[config.mk]
export PLATFORM = sky130hd
export DESIGN_NAME = html_text_cleaner_top
export DESIGN_NICKNAME = d
export VERILOG_FILES = /design/src/rtl/htc_pkg.sv /design/src/rtl/html_text_cleaner_top.sv
export SDC_FILE = /design/constraint.sdc
export NUM_CORES = 1
export LEC_CHECK = 0
export ABC_AREA = 1
export BUFFER_PORTS_ARGS = -buffer_cell sky130_fd_sc_hd__buf_2
export CORE_MARGIN = 4
export CORE_UTILIZATION = 65
export CTS_BUF_LIST = sky130_fd_sc_hd__clkbuf_4 sky130_fd_sc_hd__clkbuf_8
export CTS_CLUSTER_DIAMETER = 150
export CTS_CLUSTER_SIZE = 16
export DETAILED_ROUTE_END_ITERATION = 7
export PLACE_DENSITY = 0.88
export SKIP_LAST_GASP = 1
export SLEW_MARGIN = 20
export SYNTH_ARGS = -nofsm -noshare
export SYNTH_HDL_FRONTEND = slang
export SYNTH_SLANG_ARGS = --single-unit
[constraint.sdc]
create_clock -name i_clk -period 8.4 [get_ports i_clk]
set_input_delay 0.84 -clock i_clk [delete_from_list [all_inputs] [get_ports i_clk]]
set_output_delay 0.84 -clock i_clk [all_outputs]
set_load 0.05 [all_outputs]
[src/rtl/htc_pkg.sv]
`default_nettype none

package htc_pkg;

    localparam int NUM_ENT  = 6;
    localparam int ENT_MAX  = 6;
    localparam int HELD_MAX = 5;
    localparam int RES_MAX  = 7;

    typedef logic [7:0] t_byte;
    typedef logic [2:0] t_cnt;

    typedef struct packed {
        t_byte data;
        logic  valid;
        logic  eot;
    } t_res;

    localparam t_byte CH_AMP  = 8'h26;
    localparam t_byte CH_LT   = 8'h3c;
    localparam t_byte CH_GT   = 8'h3e;
    localparam t_byte CH_SP   = 8'h20;
    localparam t_byte CH_TAB  = 8'h09;
    localparam t_byte CH_LF   = 8'h0a;
    localparam t_byte CH_CR   = 8'h0d;

    // &amp; &lt; &gt; &quot; &#x27; &#39;
    localparam t_byte ENT_PAT [NUM_ENT][ENT_MAX] = '{
        '{8'h26, 8'h61, 8'h6d, 8'h70, 8'h3b, 8'h00},
        '{8'h26, 8'h6c, 8'h74, 8'h3b, 8'h00, 8'h00},
        '{8'h26, 8'h67, 8'h74, 8'h3b, 8'h00, 8'h00},
        '{8'h26, 8'h71, 8'h75, 8'h6f, 8'h74, 8'h3b},
        '{8'h26, 8'h23, 8'h78, 8'h32, 8'h37, 8'h3b},
        '{8'h26, 8'h23, 8'h33, 8'h39, 8'h3b, 8'h00}
    };
    localparam t_cnt  ENT_LEN  [NUM_ENT] = '{3'd5, 3'd4, 3'd4, 3'd6, 3'd6, 3'd5};
    localparam t_byte ENT_CHAR [NUM_ENT] = '{8'h26, 8'h3c, 8'h3e, 8'h22, 8'h27, 8'h27};

    function automatic logic is_ws(input t_byte b);
        return (b == CH_SP) || (b == CH_TAB) || (b == CH_LF) || (b == CH_CR);
    endfunction

endpackage

`default_nettype wire

[src/rtl/html_text_cleaner_top.sv]
// The first result of an item is registered and offered in the cycle after its transfer.
// One item per cycle while each gives at most one result and the receiver is ready;
// an item with n results holds the single result buffer, one result per ready cycle.
// Reset: synchronous, active low; clears tag, entity and whitespace state and
// empties the result buffer. Held entity bytes are not cleared.
`default_nettype none

module html_text_cleaner_top
    import htc_pkg::*;
(
    input  wire        i_clk,
    input  wire        i_rst_n,
    input  wire        s_axis_tvalid,
    output logic       s_axis_tready,
    input  wire [7:0]  s_axis_tdata,   // [7:0] in_byte
    input  wire        s_axis_tlast,   // last
    output logic       m_axis_tvalid,
    input  wire        m_axis_tready,
    output logic [7:0] m_axis_tdata,   // [7:0] out_byte
    output logic       m_axis_tuser,   // [0] byte_valid
    output logic       m_axis_tlast    // end_of_text
);

    logic  r_in_tag, n_in_tag;
    t_byte r_held [HELD_MAX];
    t_cnt  r_hc, n_hc;
    logic  r_emitted, n_emitted;
    logic  r_owed, n_owed;

    t_res  r_buf [RES_MAX];
    t_cnt  r_cnt;
    t_res  n_list [RES_MAX];
    t_cnt  n_num;

    logic  acc, take;
    logic  wr_en;
    t_cnt  wr_idx;

    assign m_axis_tvalid = (r_cnt != 3'd0);
    assign m_axis_tdata  = r_buf[0].data;
    assign m_axis_tuser  = r_buf[0].valid;
    assign m_axis_tlast  = r_buf[0].eot;
    assign take          = m_axis_tvalid && m_axis_tready;
    assign s_axis_tready = (r_cnt == 3'd0) || ((r_cnt == 3'd1) && m_axis_tready);
    assign acc           = s_axis_tvalid && s_axis_tready;

    always_comb begin
        t_byte b;
        logic  last, ext, is_lt, is_gt, is_amp;
        logic  m_ok, any_full, any_pref;
        t_byte ent_c;
        t_cnt  nh;
        logic  x_on, x_ws, x_emit, sp;
        t_byte x;
        t_cnt  k, nbytes;

        b      = s_axis_tdata;
        last   = s_axis_tlast;
        ext    = (r_hc != 3'd0) && !r_in_tag;
        is_lt  = (b == CH_LT);
        is_gt  = (b == CH_GT);
        is_amp = (b == CH_AMP);

        any_full = 1'b0;
        any_pref = 1'b0;
        ent_c    = '0;
        // lowest entity wins on a full match
        for (int e = NUM_ENT - 1; e >= 0; e--) begin
            m_ok = 1'b1;
            for (int i = 0; i < HELD_MAX; i++) begin
                if ((3'(i) < r_hc) && (r_held[i] != ENT_PAT[e][i])) begin
                    m_ok = 1'b0;
                end
            end
            if (m_ok && (r_hc < ENT_LEN[e]) && (ENT_PAT[e][r_hc] == b)) begin
                if ((r_hc + 3'd1) == ENT_LEN[e]) begin
                    any_full = 1'b1;
                    ent_c    = ENT_CHAR[e];
                end else begin
                    any_pref = 1'b1;
                end
            end
        end

        nh       = 3'd0;
        x_on     = 1'b0;
        x        = b;
        n_in_tag = r_in_tag;
        n_hc     = r_hc;
        wr_en    = 1'b0;
        wr_idx   = 3'd0;

        if (ext && any_full) begin
            x_on = 1'b1;
            x    = ent_c;
            n_hc = 3'd0;
        end else if (ext && any_pref) begin
            n_hc   = r_hc + 3'd1;
            wr_en  = 1'b1;
            wr_idx = r_hc;
            if (last) begin
                nh   = r_hc;
                x_on = 1'b1;
            end
        end else begin
            // replay a broken entity, then treat the byte afresh
            if (ext) begin
                nh   = r_hc;
                n_hc = 3'd0;
            end
            if (is_lt) begin
                n_in_tag = 1'b1;
            end else if (is_gt) begin
                n_in_tag = 1'b0;
            end else if (r_in_tag) begin
                n_in_tag = 1'b1;
            end else if (is_amp) begin
                wr_en = 1'b1;
                n_hc  = 3'd1;
                x_on  = last;
            end else begin
                x_on = 1'b1;
            end
        end

        x_ws   = x_on && is_ws(x);
        x_emit = x_on && !x_ws;
        sp     = r_owed && ((nh != 3'd0) || x_emit);
        nbytes = nh + {2'b00, sp} + {2'b00, x_emit};

        for (int j = 0; j < RES_MAX; j++) begin
            n_list[j] = '{data: '0, valid: 1'b1, eot: 1'b0};
            k = 3'(j) - {2'b00, sp};
            if (sp && (j == 0)) begin
                n_list[j].data = CH_SP;
            end else if (k < nh) begin
                n_list[j].data = r_held[k];
            end else if ((k == nh) && x_emit) begin
                n_list[j].data = x;
            end
        end

        n_num     = nbytes;
        n_emitted = r_emitted || (nbytes != 3'd0);
        if (x_ws) begin
            n_owed = r_emitted || (nh != 3'd0) || r_owed;
        end else begin
            n_owed = (nbytes != 3'd0) ? 1'b0 : r_owed;
        end

        if (last) begin
            if (nbytes == 3'd0) begin
                n_list[0] = '{data: '0, valid: 1'b0, eot: 1'b1};
                n_num     = 3'd1;
            end else begin
                n_list[nbytes - 3'd1].eot = 1'b1;
            end
            n_in_tag  = 1'b0;
            n_hc      = 3'd0;
            n_emitted = 1'b0;
            n_owed    = 1'b0;
        end
    end

    always_ff @(posedge i_clk) begin
        if (!i_rst_n) begin
            r_in_tag  <= 1'b0;
            r_hc      <= 3'd0;
            r_emitted <= 1'b0;
            r_owed    <= 1'b0;
            r_cnt     <= 3'd0;
        end else begin
            if (acc) begin
                r_in_tag  <= n_in_tag;
                r_hc      <= n_hc;
                r_emitted <= n_emitted;
                r_owed    <= n_owed;
                r_cnt     <= n_num;
            end else if (take) begin
                r_cnt <= r_cnt - 3'd1;
            end
        end
    end

    always_ff @(posedge i_clk) begin
        if (acc && wr_en) begin
            r_held[wr_idx] <= s_axis_tdata;
        end
        if (acc) begin
            r_buf <= n_list;
        end else if (take) begin
            // advance the queue by one transfer
            for (int j = 0; j < RES_MAX - 1; j++) begin
                r_buf[j] <= r_buf[j + 1];
            end
        end
    end

endmodule

`default_nettype wire

==> reports/metrics.yaml <==
run_status:
  status: "finished, violations left"
  violations: "DRC"
logic_synthesis:
  synth_edf_count: 120
  synth_top_area_share_pct: 41.0
  synth_seq_cells: 129
  yosysTopAreaCell: "edfxtp_1"
  async_flop_share_pct: 0
  synth_area_leaders: "edfxtp_1 (41%), nand2_1 (14%), nor2_1 (5.6%)"
  synthFlopType: "edfxtp_1"
  ys_warn_count: 0
  syn_avg_cell_area_um2: 7.77
  mappedNetlistArea_mm2: 0.00878
  syn_inst: 1130
  yosysSeqAreaShare_pct: 43.1
  synth.distinct_cells: 49
critical_path:
  start_kind: "flip-flop"
  path_max_fanout: 69
  critPathCaptureType: "flip-flop"
  crit_family: "simple AND/OR/NAND/NOR gates"
  max_stage_delay_ns: 0.96
  rr_startpoint: "r_hc[2]$_SDFFE_PN0P_"
  crit_top_cell: "nand2_4"
  worstPathArrival_ns: 6.79
  cpMaxStageDelayCell: "dfxtp_1"
  path_buf_inv: 5
  crit_start: "r_hc[2]$_SDFFE_PN0P_"
  critical_path_class: "reg -> reg"
  cp.required_ns: 8.72
place:
  dp_hpwl_mm: 17.7
  placed_cells: 1293
  place_congestion: 1.02
  port_buffers: 24
finish:
  n_antenna_cell: 0
  area_growth_pct: 5.39
  fin_cells: 1325
  final_nets: 1172
  drive_gt1_share_pct: 11.3
clock_network:
  clock-sinks: 129
  cts-root-buf: "clkbuf_8"
  clk_latency_ns: 0.46
  cts_resized: 0
  clk_pin_slew_ns: 0.08
  cts.htree.levels: 4
  cts-hold-fix-buffers: 0
  cts_tree: "built"
  numCtsBuffers: 17
  clockBufferDepth: 2
  cts_setup_buffers: 0
sta:
  fmax_ghz: 0.155
  setup_violations: 0
  hold_viol_final: 0
  rsz0062_at_grt: "false"
  max_slew_margin_pct: 24.5
  timing.final.crit_share_pct: 77.0
  tns_ns: 0
  worst_pin_slew_ns: 1.13
  finalMaxSlewViolations: 0
  skew_ns: 0.0129
  final.min_clock_period_ns: 6.47
power:
  pwr-share-seq_pct: 44.5
  switching_share_pct: 36.5
  switchingPower_uw: 825
  pwr-share-clk_pct: 25.7
  p_int_uw: 1430
  powerDensity_mw_per_mm2: 244
  ir_worst_vdd_uv: 149
  leakage_uw: 0.00398
  comb_power_share_pct: 29.8
grt:
  grt_start_max_net_pins: 70
  overflow: 0
  grt_pass1_vias: 7502
  grt_pass1_wl_mm: 39.6
  antenna_found_initial: 0
  grt_usage_pct: 32.3
hold_path:
  worst_hold_path_type: "reg -> reg"
  min_from: "r_emitted$_SDFFE_PN0P_"
die:
  dieHeight_um: 124
  die_x_um: 124
  start_util_pct: 66.3
  io_pins: 25
  die_area_mm2: 0.0154
  core_area_mm2: 0.0132
  num_rows: 42
detailed_routing:
  drc: 2
  viasPerCell: 6.15
  routed_wl_mm: 25.0
  wire_per_inst_um: 18.9
  ant_nets: 0
  drt_iter0_markers: 1197
  dr.pass1.iters: 8
  vias: 8149
run:
  drv_cap: 0
-- layout by cell type, fill, tap and decap left out, drive strengths merged --
cell type	netlist	final
nand2	344	344
clkinvlp	0	3
clkinv	0	1
a211oi	1	1
inv	111	119
bufinv	0	3
o21a	1	1
conb	1	8
xnor2	2	2
nand3	101	101
clkbuf	11	17
o21bai	1	1
a21oi	85	85
o41ai	1	1
nor2	144	144
o211ai	27	27
xor2	4	4
nor3	13	13
o22ai	9	9
nand3b	1	1
buf	35	28
and3	2	2
o21ai	50	50
ha	23	23
nand4	19	19
o221ai	1	1
a31oi	10	10
edfxtp	120	120
dfxtp	9	9
nor4	2	2
-- worst min-delay path, delay by kind of cell (launching register included) --
kind                   cells  cell delay, ns
flip-flops                 1            0.31
buffers and inverters      1            0.07
AO/OA/AOI/OAI              1            0.06
-- layer usage --
metal  vias to the layer above  global-route usage, %  share of wire, %
li1                       3798                      -                 -
met5                         -                      0                 0
met3                        99                   8.51                13
met4                         0                   12.2               3.3
met1                      3683                   43.8                39
met2                       569                   50.2                45
-- synthesized netlist by cell type (10+ instances only) --
master and n:
inv_1 105, edfxtp_1 120, ha_1 23, a21oi_1 77, o21ai_0 38, a31oi_1 10
clkbuf_1 10, nand3_1 97, buf_4 13, nor3_1 12, o211ai_1 20, buf_2 10
nand4_1 18, nor2_1 132, nand2_1 316, nand2_2 22, o21ai_1 11
-- power by group through the flow --
| stage | Combinational, µW | Clock, µW | Sequential (µW) |
|---|---|---|---|
| floorplan | 525 | 0 | 1020 |
| global placement | 651 | 0 | 1010 |
| detailed placement | 663 | 0 | 1020 |
| CTS | 668 | 579 | 1000 |
| global route | 744 | 610 | 1020 |
| finish | 674 | 580 | 1010 |
-- registers in the layout (all words and copies together) (netlist names) --
| signal | cells |
|---|---|
| r_emitted | 1 |
| r_cnt | 3 |
| r_in_tag | 1 |
| r_hc | 3 |
| m_axis_tlast | 1 |
| r_held | 56 |
| m_axis_tdata | 8 |
| r_owed | 1 |
| m_axis_tuser | 1 |
| r_buf | 54 |
-- worst paths after layout --
check | to | cells after the start | slack, ns
worst min register to register | r_emitted$_SDFFE_PN0P_ | 2 | 0.48
worst max-delay path | m_axis_tdata[7]$_DFFE_PP_ | 26 | 1.93
worst min-delay path | r_emitted$_SDFFE_PN0P_ | 2 | 0.48
worst max register to register | m_axis_tdata[7]$_DFFE_PP_ | 26 | 1.93
-- cell type report --
type                       instances  area (µm²)
clock inverter                    15         191
timing repair buffer              28         150
fill                            1107        3990
inverter                         111         419
sequential                       129        3780
multi-input combinational        849        4260
tap                              176         220
clock buffer                      17         234
-- kinds of logic after synthesis --
family | synth area share, %
AO/OA/AOI/OAI | 12.7
XOR/XNOR | 0.598
adder cells (fa/ha/maj) | 3.28
buffers and inverters | 8.90
flip-flops | 43.1
other | 0.0427
AND/OR/NAND/NOR | 31.4
-- through the flow --
stage	total power (µW)	hold slack, ns	util, %	cell area [µm²]	setup WS [ns]
after CTS	2250	0.481	69.9	9260	2.08
after floorplan	1550	0.429	-	8810	3.56
after global placement	1660	0.465	66.7	8830	2.32
final	2260	0.482	69.9	9260	1.93
after global routing	2380	0.492	69.9	9260	1.48
after detailed placement	1680	0.471	66.7	8830	2.13
No activity file was read; power rests on OpenSTA's default activity.
